### src/rtl/sgf_pkg.sv
package sgf_pkg;

  localparam int VAL_W  = 24;          // sample and result value
  localparam int CNT_W  = 6;           // pending run count
  localparam int DEN_W  = CNT_W + 1;   // run length + 1, up to 64
  localparam int PROD_W = 31;          // (end - start) * k, signed
  localparam int QUO_W  = VAL_W + 1;   // signed quotient, |q| <= |end - start|
  localparam int STEP_W = $clog2(PROD_W);

  typedef struct packed {
    logic                     start;
    logic signed [PROD_W-1:0] dividend;
    logic [DEN_W-1:0]         divisor;
  } div_req_t;

  typedef struct packed {
    logic                    done;
    logic signed [QUO_W-1:0] quot;
  } div_rsp_t;

endpackage

### src/rtl/sgf_div.sv
// Restoring divider, one quotient bit per cycle, truncates toward zero.
module sgf_div (
  input  logic              clk,
  input  logic              rst_n,
  input  sgf_pkg::div_req_t req,
  output sgf_pkg::div_rsp_t rsp
);

  logic                             busy_r, busy_nxt;
  logic                             done_r, done_nxt;
  logic [sgf_pkg::STEP_W-1:0]       cnt_r, cnt_nxt;
  logic [sgf_pkg::PROD_W-1:0]       dvd_r, dvd_nxt;
  logic [sgf_pkg::DEN_W-1:0]        rem_r, rem_nxt;
  logic [sgf_pkg::DEN_W-1:0]        den_r, den_nxt;
  logic                             neg_r, neg_nxt;
  logic signed [sgf_pkg::QUO_W-1:0] quot_r, quot_nxt;

  logic [sgf_pkg::DEN_W:0]    rem_sh;
  logic [sgf_pkg::DEN_W:0]    rem_sub;
  logic                       ge;
  logic [sgf_pkg::PROD_W-1:0] dvd_step;
  logic [sgf_pkg::PROD_W-1:0] mag_in;
  logic [sgf_pkg::PROD_W-1:0] q_signed;

  always_comb begin
    rem_sh   = {rem_r, dvd_r[sgf_pkg::PROD_W-1]};
    rem_sub  = rem_sh - {1'b0, den_r};
    ge       = (rem_sh >= {1'b0, den_r});
    dvd_step = {dvd_r[sgf_pkg::PROD_W-2:0], ge};
    q_signed = neg_r ? (~dvd_step + 1'b1) : dvd_step;
    mag_in   = req.dividend[sgf_pkg::PROD_W-1] ? (~req.dividend + 1'b1) : req.dividend;
  end

  always_comb begin
    busy_nxt = busy_r;
    done_nxt = 1'b0;
    cnt_nxt  = cnt_r;
    dvd_nxt  = dvd_r;
    rem_nxt  = rem_r;
    den_nxt  = den_r;
    neg_nxt  = neg_r;
    quot_nxt = quot_r;
    if (req.start) begin
      busy_nxt = 1'b1;
      cnt_nxt  = '0;
      dvd_nxt  = mag_in;
      rem_nxt  = '0;
      den_nxt  = req.divisor;
      neg_nxt  = req.dividend[sgf_pkg::PROD_W-1];
    end else if (busy_r) begin
      dvd_nxt = dvd_step;
      rem_nxt = ge ? rem_sub[sgf_pkg::DEN_W-1:0] : rem_sh[sgf_pkg::DEN_W-1:0];
      cnt_nxt = cnt_r + 1'b1;
      if (cnt_r == sgf_pkg::STEP_W'(sgf_pkg::PROD_W - 1)) begin
        busy_nxt = 1'b0;
        done_nxt = 1'b1;
        quot_nxt = q_signed[sgf_pkg::QUO_W-1:0];
      end
    end
  end

  always_ff @(posedge clk) begin
    if (!rst_n) begin
      busy_r <= 1'b0;
      done_r <= 1'b0;
    end else begin
      busy_r <= busy_nxt;
      done_r <= done_nxt;
    end
    cnt_r  <= cnt_nxt;
    dvd_r  <= dvd_nxt;
    rem_r  <= rem_nxt;
    den_r  <= den_nxt;
    neg_r  <= neg_nxt;
    quot_r <= quot_nxt;
  end

  assign rsp.done = done_r;
  assign rsp.quot = quot_r;

endmodule

### src/rtl/series_gap_linear_fill.sv
// Channel | Dir | tdata          | tuser                                | tlast
// in_     | in  | [23:0] sample  | [0] valid_req                        | series_end
// out_    | out | [23:0] value   | [0] filled [1] gap_overflow [2] s.l. | run_last
//
// One item at a time; in_tready is high only while the sequencer is idle.
// A missing sample that only extends the run emits nothing.
// Each interpolated fill is a divider start, 31 steps of the serial divider,
// finish and emit. Hold fills and the sample itself take 1 cycle each,
// after the accepting cycle.
// A stalled out_tready holds the sequencer; reset (rst_n low, synchronous)
// clears the series state and drops out_tvalid.
module series_gap_linear_fill #(
  parameter int MAX_GAP = 63   // 1..63
) (
  input  logic        clk,
  input  logic        rst_n,
  input  logic        in_tvalid,
  output logic        in_tready,
  input  logic [23:0] in_tdata,   // [23:0] sample
  input  logic        in_tuser,   // [0] valid_req
  input  logic        in_tlast,   // series_end
  output logic        out_tvalid,
  input  logic        out_tready,
  output logic [23:0] out_tdata,  // [23:0] value
  output logic [2:0]  out_tuser,  // [0] filled, [1] gap_overflow, [2] series_last
  output logic        out_tlast   // run_last
);

  typedef enum logic [4:0] {
    S_IDLE   = 5'b00001,
    S_DSTART = 5'b00010,
    S_DIV    = 5'b00100,
    S_WAIT   = 5'b01000,
    S_SAMPLE = 5'b10000
  } state_t;

  state_t state_r, state_nxt;

  // series state
  logic signed [sgf_pkg::VAL_W-1:0] last_r, last_nxt;
  logic                             seen_r, seen_nxt;
  logic [sgf_pkg::CNT_W-1:0]        pend_r, pend_nxt;

  // current item
  logic signed [sgf_pkg::VAL_W-1:0]  s_r, s_nxt;
  logic signed [sgf_pkg::VAL_W-1:0]  base_r, base_nxt;
  logic signed [sgf_pkg::VAL_W-1:0]  val_r, val_nxt;
  logic signed [sgf_pkg::QUO_W-1:0]  diff_r, diff_nxt;
  logic signed [sgf_pkg::PROD_W-1:0] prod_r, prod_nxt;
  logic [sgf_pkg::DEN_W-1:0]         den_r, den_nxt;
  logic [sgf_pkg::DEN_W-1:0]         k_r, k_nxt;
  logic [sgf_pkg::DEN_W-1:0]         nfill_r, nfill_nxt;
  logic                              interp_r, interp_nxt;
  logic                              smp_r, smp_nxt;
  logic                              ovf_r, ovf_nxt;
  logic                              end_r, end_nxt;

  // output register
  logic                             ov_r, ov_nxt;
  logic signed [sgf_pkg::VAL_W-1:0] ovalue_r, ovalue_nxt;
  logic                             ofill_r, ofill_nxt;
  logic                             oovf_r, oovf_nxt;
  logic                             orl_r, orl_nxt;
  logic                             osl_r, osl_nxt;

  sgf_pkg::div_req_t div_req;
  sgf_pkg::div_rsp_t div_rsp;

  logic                             in_fire;
  logic                             out_free;
  logic signed [sgf_pkg::VAL_W-1:0] s_in;
  logic signed [sgf_pkg::VAL_W-1:0] hold;
  logic signed [sgf_pkg::QUO_W-1:0] interp_sum;
  logic [sgf_pkg::DEN_W-1:0]        pend_p1;
  logic                             fill_last;

  sgf_div u_div (
    .clk   (clk),
    .rst_n (rst_n),
    .req   (div_req),
    .rsp   (div_rsp)
  );

  assign in_tready = (state_r == S_IDLE);
  assign in_fire   = in_tvalid & in_tready;
  assign out_free  = ~ov_r | out_tready;
  assign s_in      = in_tdata;
  assign hold      = seen_r ? last_r : '0;
  assign pend_p1   = {1'b0, pend_r} + 1'b1;
  assign fill_last = (k_r == nfill_r) & ~smp_r;
  assign interp_sum = {base_r[sgf_pkg::VAL_W-1], base_r} + div_rsp.quot;

  always_comb begin
    state_nxt  = state_r;
    last_nxt   = last_r;
    seen_nxt   = seen_r;
    pend_nxt   = pend_r;
    s_nxt      = s_r;
    base_nxt   = base_r;
    val_nxt    = val_r;
    diff_nxt   = diff_r;
    prod_nxt   = prod_r;
    den_nxt    = den_r;
    k_nxt      = k_r;
    nfill_nxt  = nfill_r;
    interp_nxt = interp_r;
    smp_nxt    = smp_r;
    ovf_nxt    = ovf_r;
    end_nxt    = end_r;
    ov_nxt     = ov_r & ~out_tready;
    ovalue_nxt = ovalue_r;
    ofill_nxt  = ofill_r;
    oovf_nxt   = oovf_r;
    orl_nxt    = orl_r;
    osl_nxt    = osl_r;
    div_req.start    = 1'b0;
    div_req.dividend = prod_r;
    div_req.divisor  = den_r;

    case (state_r)
      S_IDLE: begin
        if (in_fire) begin
          k_nxt   = sgf_pkg::DEN_W'(1);
          s_nxt   = s_in;
          end_nxt = in_tlast;
          if (!in_tuser) begin
            interp_nxt = 1'b0;
            smp_nxt    = 1'b0;
            val_nxt    = hold;
            nfill_nxt  = pend_p1;
            if (in_tlast) begin
              // trailing run: holds, then the series starts over
              ovf_nxt   = 1'b0;
              last_nxt  = '0;
              seen_nxt  = 1'b0;
              pend_nxt  = '0;
              state_nxt = S_WAIT;
            end else if (pend_r == sgf_pkg::CNT_W'(MAX_GAP)) begin
              ovf_nxt   = 1'b1;
              pend_nxt  = '0;
              state_nxt = S_WAIT;
            end else begin
              pend_nxt = pend_r + 1'b1;
            end
          end else begin
            ovf_nxt    = 1'b0;
            smp_nxt    = 1'b1;
            nfill_nxt  = {1'b0, pend_r};
            den_nxt    = pend_p1;
            base_nxt   = last_r;
            val_nxt    = s_in;   // leading run takes the first valid value
            interp_nxt = seen_r;
            diff_nxt   = {s_in[sgf_pkg::VAL_W-1], s_in} - {last_r[sgf_pkg::VAL_W-1], last_r};
            prod_nxt   = sgf_pkg::PROD_W'(diff_nxt);
            if (pend_r == '0) begin
              state_nxt = S_SAMPLE;
            end else if (seen_r) begin
              state_nxt = S_DSTART;
            end else begin
              state_nxt = S_WAIT;
            end
            if (in_tlast) begin
              last_nxt = '0;
              seen_nxt = 1'b0;
            end else begin
              last_nxt = s_in;
              seen_nxt = 1'b1;
            end
            pend_nxt = '0;
          end
        end
      end
      S_DSTART: begin
        div_req.start = 1'b1;
        state_nxt     = S_DIV;
      end
      S_DIV: begin
        if (div_rsp.done) begin
          val_nxt   = interp_sum[sgf_pkg::VAL_W-1:0];
          state_nxt = S_WAIT;
        end
      end
      S_WAIT: begin
        if (out_free) begin
          ov_nxt     = 1'b1;
          ovalue_nxt = val_r;
          ofill_nxt  = 1'b1;
          oovf_nxt   = ovf_r;
          orl_nxt    = fill_last;
          osl_nxt    = fill_last & end_r;
          if (k_r == nfill_r) begin
            state_nxt = smp_r ? S_SAMPLE : S_IDLE;
          end else begin
            k_nxt     = k_r + 1'b1;
            prod_nxt  = prod_r + sgf_pkg::PROD_W'(diff_r);
            state_nxt = interp_r ? S_DSTART : S_WAIT;
          end
        end
      end
      S_SAMPLE: begin
        if (out_free) begin
          ov_nxt     = 1'b1;
          ovalue_nxt = s_r;
          ofill_nxt  = 1'b0;
          oovf_nxt   = 1'b0;
          orl_nxt    = 1'b1;
          osl_nxt    = end_r;
          state_nxt  = S_IDLE;
        end
      end
      default: begin
        state_nxt = S_IDLE;
      end
    endcase
  end

  always_ff @(posedge clk) begin
    if (!rst_n) begin
      state_r <= S_IDLE;
      last_r  <= '0;
      seen_r  <= 1'b0;
      pend_r  <= '0;
      ov_r    <= 1'b0;
    end else begin
      state_r <= state_nxt;
      last_r  <= last_nxt;
      seen_r  <= seen_nxt;
      pend_r  <= pend_nxt;
      ov_r    <= ov_nxt;
    end
    s_r      <= s_nxt;
    base_r   <= base_nxt;
    val_r    <= val_nxt;
    diff_r   <= diff_nxt;
    prod_r   <= prod_nxt;
    den_r    <= den_nxt;
    k_r      <= k_nxt;
    nfill_r  <= nfill_nxt;
    interp_r <= interp_nxt;
    smp_r    <= smp_nxt;
    ovf_r    <= ovf_nxt;
    end_r    <= end_nxt;
    ovalue_r <= ovalue_nxt;
    ofill_r  <= ofill_nxt;
    oovf_r   <= oovf_nxt;
    orl_r    <= orl_nxt;
    osl_r    <= osl_nxt;
  end

  assign out_tvalid = ov_r;
  assign out_tdata  = ovalue_r;
  assign out_tuser  = {osl_r, oovf_r, ofill_r};
  assign out_tlast  = orl_r;

endmodule

### config.mk
export PLATFORM = sky130hd
export DESIGN_NAME = series_gap_linear_fill
export DESIGN_NICKNAME = d
export VERILOG_FILES = /design/src/rtl/sgf_pkg.sv /design/src/rtl/sgf_div.sv /design/src/rtl/series_gap_linear_fill.sv
export SDC_FILE = /design/constraint.sdc
export NUM_CORES = 1
export LEC_CHECK = 0
export BUFFER_PORTS_ARGS = -buffer_cell sky130_fd_sc_hd__buf_4
export CORE_ASPECT_RATIO = 0.8
export CORE_MARGIN = 1
export CORE_UTILIZATION = 45
export CTS_CLUSTER_DIAMETER = 80
export DETAILED_ROUTE_END_ITERATION = 16
export PLACE_DENSITY = 0.63
export SYNTH_ARGS = -nofsm -noshare
export SYNTH_HDL_FRONTEND = slang
export SYNTH_HIERARCHICAL = 1
export SYNTH_SLANG_ARGS = --single-unit
### constraint.sdc
create_clock -name clk -period 3.7 [get_ports clk]
set_input_delay 0.185 -clock clk [delete_from_list [all_inputs] [get_ports clk]]
set_output_delay 0.185 -clock clk [all_outputs]
set_load 0.05 [all_outputs]
# --- Word level (Yosys, flattened, before mapping) ---
# Index checks and enable logic that the tools add are counted.
word_totals:
  regBits: 295
  out_inout_bits: 30
  elab_cells: 154
op_classes:
  addsub: 10
  order_cmp: 1
  eq_ne: 15
  mux: 64
  bitwise: 13
  reduce_logical: 20
op_table:
  columns: ["operator", "n"]
  rows:
  - ["24-bit two-way mux", 10]
  - ["31-bit two-way mux", 7]
  - ["24-bit one-hot mux with 2 select lines", 2]
  - ["31-bit one-hot mux with 2 select lines", 1]
  - ["5-bit two-way mux", 10]
  - ["31-bit by 1-bit adder with 31-bit output, second input constant", 1]
  - ["31-bit by 25-bit adder with 31-bit output", 1]
  - ["31-bit NOT", 1]
  - ["7-bit two-way mux", 4]
  - ["5-bit one-hot mux with 5 select lines", 1]
  - ["24-bit by 24-bit subtractor with 25-bit output", 1]
  - ["24-bit by 1-bit adder with 24-bit output, second input constant", 1]
  - ["24-bit adder", 1]
  - ["6-bit two-way mux", 4]
  - ["24-bit NOT", 1]
  - ["1-bit two-way mux", 18]
  - ["3-bit AND reduction", 6]
  - ["7-bit one-hot mux with 2 select lines", 1]
  - ["5-bit == test, second input constant", 2]
  - ["5-bit AND reduction", 2]
  - ["2-bit nonzero test", 5]
  - ["8-bit by 7-bit >= comparator with 1-bit output", 1]
  - ["4-bit two-way mux", 2]
  - ["1-bit one-hot mux with 2 select lines", 4]
  - ["23 further kinds", 36]

# --- Longest topological paths before layout ---
# Gate-level depths: netlist of run 1.
depth:
  ltp_word: 6
  depth_mapped: 13
  depth_no_buf: 12

# --- Cells and area by module ---
# Netlist of run 1, hierarchy kept.
by_module_without_submodules:
  columns: ["module", "n_inst", "cells_per_inst", "area_each_um2"]
  rows:
  - ["series_gap_linear_fill", 1, 1156, 12365.6]
  - ["sgf_div", 1, 427, 4475.5]

# --- Least setup slack after synthesis of run 1 ---
# No wires, ideal clock.
synth_timing:
  kind: "flip-flop to flip-flop"
  start: "reg state_r[2]"
  end: "reg prod_r[0] (netlist name) (enable)"
  arrival_ps: 3736
  t_required_ps: 3238
  path_slack_ps: -498
  path_stages_with_launch: 8
  period_less_slack_ps: 4198
  path_cell_list: "dfxtp_1 > nor2_1 > nand2_1 > nor3_2 > nand2_1 > inv_1 > nand2_1 > o21ai_0"
synth_via:
  elab_chain_len: 4
synth_rtl:
  columns: ["item", "line_no", "text"]
  rows:
  - ["start, declared", "series_gap_linear_fill.sv:37", "state_t state_r, state_nxt;"]
  - ["start signal, assigned", "series_gap_linear_fill.sv:225", "state_r <= state_nxt;"]
  - ["5-bit by 1-bit == test with 1-bit output (*)", "series_gap_linear_fill.sv:84", "assign in_tready = (state_r == S_IDLE);"]
  - ["via in_tready", "series_gap_linear_fill.sv:18", "output logic in_tready,"]
  - ["1-bit AND", "series_gap_linear_fill.sv:85", "assign in_fire = in_tvalid & in_tready;"]
  - ["2-bit by 1-bit inequality test with 1-bit output (no line)", null, null]
  - ["5-bit AND reduction (no line) (*)", null, null]
  - ["end signal, assigned", "series_gap_linear_fill.sv:235", "prod_r <= prod_nxt;"]
  - ["end, declared", "series_gap_linear_fill.sv:49", "logic signed [sgf_pkg::PROD_W-1:0] prod_r, prod_nxt;"]
# Mark *: on every way through the listed nets, which the timed path passes. The rest lies on a longest branch.
# A chain may end at the register's enable or synchronous reset.

# --- Worst setup path after layout of run 1 ---
layout_timing:
  start: "reg base_r[1] (netlist name)"
  end: "reg val_r[23] (netlist name), data pin"
layout_via:
  elab_chain_len: 3
layout_rtl:
  columns: ["item", "line_no", "text"]
  rows:
  - ["start, declared", "series_gap_linear_fill.sv:46", "logic signed [sgf_pkg::VAL_W-1:0] base_r, base_nxt;"]
  - ["start signal, assigned", "series_gap_linear_fill.sv:232", "base_r <= base_nxt;"]
  - ["24-bit adder", "series_gap_linear_fill.sv:91", "assign interp_sum = {base_r[sgf_pkg::VAL_W-1], base_r} + div_rsp.quot;"]
  - ["24-bit two-way mux", "series_gap_linear_fill.sv:178", "if (div_rsp.done) begin"]
  - ["24-bit one-hot mux with 2 select lines", "series_gap_linear_fill.sv:120", "case (state_r)"]
  - ["via val_nxt (one bit)", "series_gap_linear_fill.sv:47", "logic signed [sgf_pkg::VAL_W-1:0] val_r, val_nxt;"]
  - ["end signal, assigned", "series_gap_linear_fill.sv:233", "val_r <= val_nxt;"]
  - ["end, declared", "series_gap_linear_fill.sv:47", null]
# The timed path passes the listed nets, and every way through them passes these cells. The select of a mux whose other input is x is not followed.

==> reports/summary.txt, run 1 <==
hpwl dp - 28840 um
synthesized net count - 1705
DRT Pass-1 Iters - 5
worst reg2reg path startpoint - base_r[1]
ANT cells - 0
clock tree buffer depth - 3
# rows - 62
final WL - 40010 um
Final nets - 1774
# DRC - 0
layout cells sized above 1 - 12.07%
initial antenna violation count - 1
RSZ-0062 raised after global routing - no
CORE AREA - 36300 um2
crit-path most repeated cell - a21oi_1
flop-to-flop setup slack - 0.31 ns
synthesis-to-layout area growth - 13.28%
final hold slack - 0.08307 ns
Critical Path Stages - 10
input/output buffers - 59
maxcap violations - 0
Critical Path AT - 3.70 ns
Startpoint Class - flop
Tightest Pin Transition - 1.120 ns
worst path required time - 4.01 ns
cell with the largest stage delay on the worst path - o41ai_1
Worst Setup SP - base_r[1]
placed cells - 2070
Worst VDD drop - 429.6 uV
vias per cell - 5.646
die height - 174.8 um
pin count of the biggest net entering global routing - 85
outcome - completed
DR WL/cell - 18.57 um
Crit path max-delay family - compound AO/OA/AOI/OAI gates
worst r2r dst - val_r[23]
Setup TNS Final - 0 ns
synthesized cell area - 16790 um2
worst hold path class - in2reg
die area - 38100 um2
Setup crit end kind - flop
Final Setup Violations - 0
number of buffers created by CTS - 31
Final period util - 91.73%
crit path to - val_r[23]
Pins Over Slew Limit - 0
IO Pins - 60
Vias - 12.16k
worst r2r path cells - 10
post-route insts no fill - 2154
Worst-path clk slew - 0.06 ns
P_leak - 0.007132 uW
first-pass GRT wire length - 64520 um
fmax - 0.2946 GHz
CTS root buf - clkbuf_16
crit-path max cell delay - 0.55 ns
CTS tree - built
vias in the first global route - 11.75k
effective utilization at floorplan - 46.26%
GPL Wtd Cong - 0.9283
die width - 218.0 um
HP Start - out_tready
Max FO, Critical Path - 3
Total GRT Usage - 21.36%
post-route ant nets - 0
worst path buffer plus inverter count - 0
# clock sinks - 295
H-tree levels - 1
clock period minus worst slack - 3.394 ns
Final Instance Area - 19020 um2
placed cell areas - 17780 um2
CP Cell Sequence - ha_1 -> a211oi_1 -> o21bai_1 -> o41ai_1 -> a21oi_1 -> a221oi_1 -> a21oi_1 -> a31oi_1 -> xnor2_1 -> a21oi_1
final hold violations - 0
syn avg cell area - 10.63 um2
DRT iter0 DRCs - 911
Fin Clk Skew - 0.01131 ns
Synthesis Warnings - 6
pwr dens - 420.8 nW/um2
Critical Setup Path Class - reg2reg
fillcell total - 3252
Syn Inst Count - 1580
max_slew headroom - 25.31%
later-pin clock latency in the skew report - 0.57 ns
total grt overflow - 0
-- layout by cell type (no fill, tap or decap), types with 14 or more instances in the layout --
master,instances
nand2b_1,25
edfxtp_1,244
o41ai_1,20
a22oi_1,29
nand4_1,15
ha_1,91
a21oi_1,125
nor2b_1,45
dfxtp_1,51
and3_1,14
a21o_1,42
buf_4,78
xnor2_1,78
nand2_1,120
xor2_1,65
mux2_2,32
nor2_1,105
dlygate4sd3_1,26
clkbuf_16,31
o31ai_1,18
inv_1,74
o21ai_0,82
a211oi_1,25
nand3_1,29
nor3_1,16
-- tightest hold or removal path: cells and delay by family --
family	cells	cell delay (ns)
compound gates	1	0.22
buf+inv	1	0.08
simple gates	1	0.13
-- where the power goes --
part	internal, uW	switching (uW)	total, uW
combinational	462	665	1130
clock	1700	1310	3010
sequential	3770	104	3870
-- routing by layer --
metal	track usage, %	share of wire [%]
met1	30.89	47
met2	33.90	46
met3	2.872	5.7
met4	4.953	1.9
met5	0	0
-- worst min path at each step --
stage / endpoint / cells after the start / slack, ns
final: out_tvalid / 3 / 0.08
after detailed placement: s_r[0] / 1 / 0.40
after global placement: s_r[0] / 1 / 0.40
after CTS: out_tvalid / 3 / 0.05
after global routing: out_tvalid / 3 / 0.06
after floorplan: end_r / 0 / 0.28
-- final cells by class --
| type | instances | area, um2 | share of cell area (%) |
|---|---|---|---|
| Inverter | 76 | 292.8 | 1.539 |
| Timing Repair Buffer | 106 | 885.9 | 4.656 |
| Clock buffer | 44 | 864.6 | 4.545 |
| Multi-Input combinational cell | 1139 | 7918 | 41.62 |
| Tap cell | 480 | 600.6 | 3.157 |
| Clock inverter | 14 | 115.1 | 0.6051 |
| Sequential cell | 295 | 8348 | 43.88 |
-- per-stage QoR --
stage	utilization [%]	setup WS, ns	total power (uW)
2_1_floorplan	-	0.2870	4711
3_3_place_gp	48.98	0.4306	5021
3_5_place_dp	48.98	0.3142	5038
4_1_cts	52.39	0.3060	8073
5_1_grt	52.40	0.05953	8344
6_report	52.40	0.3061	8006
-- flip-flops by register name, indices dropped and copies added, names as in the netlist, 24 cells and up --
signal	cells
base_r	24
diff_r	25
last_r	24
out_tdata	24
prod_r	31
s_r	24
u_div/dvd_r	31
u_div/quot_r	24
val_r	24
-- timing repair --
action,in CTS,in global routing
setup endpoints to repair,0,1
hold buffers,26,0
setup buffers,0,0
resized for setup,0,1
hold endpoints to repair,57,0
Power figures use the tool's default switching activity.
==> inputs of run 2 (changes only) <==
CORE_ASPECT_RATIO = 0.5   (was 0.8)
==> run 2 against run 1 <==
Final cell count fell by 0.19%. Total power fell by 1.2%. Clock power fell by 4%. Highest routed layer unchanged. Critical path depth rose by 2. Sequential power barely moved. Clock skew rose by 0.015 ns.
==> reports/summary.txt, run 2 (synthesis results as in run 1) <==
outcome - completed
Final Setup Violations - 0
worst reg2reg path startpoint - prod_r[0]
IO Pins - 60
Final nets - 1768
Max FO, Critical Path - 4
max_slew headroom - 23.02%
Top Registers - prod_r: 31 flops, u_div/dvd_r: 31 flops, diff_r: 25 flops
fmax - 0.2936 GHz
crit-path max cell delay - 0.41 ns
total grt overflow - 0
post-route ant nets - 0
GPL Wtd Cong - 0.9092
Gates resized, CTS repair - 0
most common cell after layout, fill and taps aside - edfxtp_1
clock tree buffer depth - 3
HP Start - rst_n
# DRC - 0
# rows - 49
P_leak - 0.007080 uW
CP Cell Sequence - ha_1 -> inv_1 -> fa_1 -> nand2b_1 -> a21oi_1 -> o21ai_1 -> o21ai_1 -> a2111oi_2 -> or3_1 -> a31oi_1 -> xnor2_1 -> a21o_1
vias in the first global route - 11.50k
DRT Pass-1 Iters - 5
crit-path most repeated cell - o21ai_1
effective utilization at floorplan - 46.20%
final setup margin - 0.2943 ns
later-pin clock latency in the skew report - 0.59 ns
placed cell areas - 17760 um2
final WL - 40750 um
number of buffers created by CTS - 29
Worst VDD drop - 392.9 uV
first-pass GRT wire length - 64140 um
# clock sinks - 295
hpwl dp - 29150 um
maxcap violations - 0
CTS tree - built
Worst-path clk slew - 0.07 ns
Pins Over Slew Limit - 0
Total GRT Usage - 21.27%
Vias - 12.33k
Setup crit end kind - flop
CORE AREA - 36360 um2
H-tree levels - 1
total power - 7906 uW
CTS root buf - clkbuf_16
input/output buffers - 59
DR WL/cell - 18.95 um
Crit path max-delay family - compound AO/OA/AOI/OAI gates
Startpoint Class - flop
die area - 38150 um2
RSZ-0062 raised after global routing - no
synthesis-to-layout area growth - 12.65%
Tightest Pin Transition - 1.155 ns
pwr dens - 417.9 nW/um2
pre-CTS setup slack - 0.3398 ns
cell with the largest stage delay on the worst path - or3_1
ANT cells - 0
setup bufs post-CTS - 0
worst hold path class - in2reg
pin count of the biggest net entering global routing - 85
vias per cell - 5.735
Setup TNS Final - 0 ns
initial antenna violation count - 0
post-layout util - 52.04%
clock period minus worst slack - 3.406 ns
worst path buffer plus inverter count - 1
Critical Setup Path Class - reg2reg
Critical Path AT - 3.73 ns
die height - 138.6 um
Final Instance Area - 18920 um2
most frequent cells in the layout - 244 x edfxtp_1, 125 x a21oi_1, 120 x nand2_1
worst path required time - 4.02 ns
layout cells sized above 1 - 11.34%
final hold violations - 0
Final period util - 92.05%
die width - 275.2 um
Fin Clk Skew - 0.02628 ns
Worst Setup SP - prod_r[0]
DRT iter0 DRCs - 1071
fillcell total - 3192
==> run 2: routing by layer <==
metal	routed length [um]	track usage [%]	part of all wire, %	vias to the layer above
met5	0	0	0	-
li1	-	-	-	5952
met1	20850	34.64	51	5942
met4	486	3.024	1.2	0
met2	16480	29.50	40	398
met3	2929	3.722	7.2	39
==> run 2: final timing paths <==
| path | to | slack [ns] | depth (start not counted) |
|---|---|---|---|
| worst min-delay path | state_r[0] | 0.03 | 2 |
| worst max-delay path | prod_r[30] | 0.29 | 12 |
| worst min register to register | u_div/den_r[4] | 0.42 | 0 |
| worst max register to register | prod_r[30] | 0.29 | 12 |
==> run 2: report_power, final <==
part           total, uW  internal (uW)  switching, uW
Sequential          3870           3770           98.1
Clock               2890           1610           1290
Combinational       1150            459            689
Total               7910           5830           2070
==> run 2: per-stage QoR <==
step / hold WS (ns) / instances
global placement: 0.3935 / 2071
detailed placement: 0.3945 / 2071
finish: 0.02668 / 2150
floorplan: 0.2839 / 1580
global route: 0.02272 / 2150
CTS: 0.0006256 / 2150
==> run 2: cell type report <==
cell class	instances	area, um2	area share, %
clock inverters	10	90.09	0.4762
multi-input cells	1139	7908	41.80
flip-flops and latches	295	8348	44.12
well taps	484	605.6	3.201
repair buffers	102	853.3	4.510
clock buffers	44	822.0	4.345
inverters	76	292.8	1.548
==> run 2: timing repair <==
action                                  CTS  global route
hold buffers                             25             0
endpoints found under the setup margin    0             0
endpoints found under the hold margin    57             0
==> inputs of run 3 (changes only) <==
REMOVE_ABC_BUFFERS = 1   (was unset)
==> run 3 against run 2 <==
Global-route usage grew 0.20 points. Final cell count grew 0.23%. Sequential power is essentially flat. Clock power grew 7.3%. Non-clock buffer count grew 3. Combinational power is essentially flat. Largest cell class unchanged.
==> reports/summary.txt, run 3 (synthesis results as in run 1) <==
DR WL/cell - 19.30 um
Critical Setup Path Class - reg2reg
pwr dens - 426.6 nW/um2
clock tree buffer depth - 3
Tightest Pin Transition - 1.168 ns
later-pin clock latency in the skew report - 0.59 ns
met3 GRT Util - 3.705%
die height - 138.6 um
Top Registers - prod_r: 31 flops, u_div/dvd_r: 31 flops, diff_r: 25 flops
Setup crit end kind - flop
most common cell after layout, fill and taps aside - edfxtp_1
HP Start - out_tready
effective utilization at floorplan - 46.20%
DRT Pass-1 Iters - 5
# DRC - 0
post-layout util - 52.32%
worst path required time - 4.03 ns
most frequent cells in the layout - 244 x edfxtp_1, 125 x a21oi_1, 120 x nand2_1
worst hold path class - in2reg
Total GRT Usage - 21.47%
Pins Over Slew Limit - 0
clock period minus worst slack - 3.452 ns
H-tree levels - 1
GPL Wtd Cong - 0.9626
M2 GR Usage - 32.69%
# rows - 49
hpwl dp - 29570 um
post-route insts no fill - 2155
maxcap violations - 0
number of buffers created by CTS - 30
CTS tree - built
RSZ-0062 raised after global routing - no
Worst Setup SP - prod_r[0]
pin count of the biggest net entering global routing - 70
total grt overflow - 0
P_leak - 0.007147 uW
Vias - 12.35k
IO Pins - 60
placed cell areas - 17760 um2
pre-CTS setup slack - 0.3367 ns
final hold violations - 0
Final nets - 1772
post-route ant nets - 0
Worst-path clk slew - 0.06 ns
Startpoint Class - flop
layout cells sized above 1 - 11.49%
Gates resized, CTS repair - 0
CORE AREA - 36360 um2
GRT met1 Usage - 31.88%
CTS root buf - clkbuf_16
Most Crowded Layer GR - met2
Final Setup Violations - 0
vias per cell - 5.729
ANT cells - 0
# clock sinks - 295
die width - 275.2 um
final WL - 41590 um
fillcell total - 3160
DRT iter0 DRCs - 1027
die area - 38150 um2
final setup margin - 0.2478 ns
fmax - 0.2897 GHz
first-pass GRT wire length - 65010 um
max_slew headroom - 22.01%
synthesis-to-layout area growth - 13.25%
Max FO, Critical Path - 4
Final Instance Area - 19020 um2
placed cells - 2072
worst reg2reg path startpoint - prod_r[0]
Final period util - 93.30%
Critical Path AT - 3.78 ns
vias in the first global route - 11.97k
Fin Clk Skew - 0.02804 ns
Worst VDD drop - 347.8 uV
outcome - completed
input/output buffers - 59
initial antenna violation count - 1
-- run 3: cell types whose count changed in the layout (fill, tap and decap cells not counted), sizes merged --
cell | before | now
clkinv | 7 | 12
clkbuf | 44 | 40
bufinv | 1 | 4
clkinvlp | 3 | 0
dlygate4sd3 | 25 | 27
buf | 77 | 78
inv | 75 | 76
-- run 3: cell type report --
| cell class | count | area, um2 | share of cell area (%) |
|---|---|---|---|
| clock buffer | 40 | 788.3 | 4.144 |
| sequential | 295 | 8348 | 43.89 |
| clock inverter | 16 | 201.4 | 1.059 |
| timing repair buffer | 105 | 880.8 | 4.631 |
| multi-input combinational | 1139 | 7911 | 41.59 |
| inverter | 76 | 285.3 | 1.500 |
| tap | 484 | 605.6 | 3.184 |
-- run 3: worst max-delay path, cell delays in order (launching register included) --
cell and delay (ns):
edfxtp_1 0.40, ha_1 0.20, inv_1 0.06, fa_1 0.39, nand2b_1 0.19, a21oi_1 0.29
o21ai_1 0.19, o21ai_1 0.38, a2111oi_2 0.16, or3_1 0.41, a31oi_1 0.25, xnor2_1 0.11
a21o_1 0.18
-- run 3: layer usage --
| layer | routed length (um) | vias up |
|---|---|---|
| met5 | 0 | - |
| met4 | 788 | 0 |
| met3 | 2674 | 70 |
| met2 | 18220 | 353 |
| met1 | 19910 | 5974 |
| li1 | - | 5949 |
-- run 3: report_power, final --
part / switching, uW / internal [uW] / leakage [uW]
registers: 101 / 3770 / 0.00272
clock network: 1310 / 1780 / 0.000485
logic: 687 / 461 / 0.00395
-- run 3: path summary, 6_finish.rpt --
path,cells after the start,endpoint,slack [ns]
worst max register to register,12,prod_r[30],0.25
worst max-delay path,12,prod_r[30],0.25
worst min-delay path,3,out_tvalid,0.06
worst min register to register,0,u_div/den_r[0],0.42
-- run 3: through the flow --
stage / hold WS [ns] / TNS [ns] / total power (uW)
finish: 0.05715 / 0 / 8114
global route: 0.06925 / 0 / 8421
CTS: 0.03126 / 0 / 8144
detailed placement: 0.3970 / 0 / 5039
global placement: 0.3914 / 0 / 5008
floorplan: 0.2612 / -547.90 / 4693
-- run 3: repair_timing --
action,4_1_cts,5_1_grt
hold endpoints to repair,60,0
hold buffers,27,0
buffers inserted,0,0
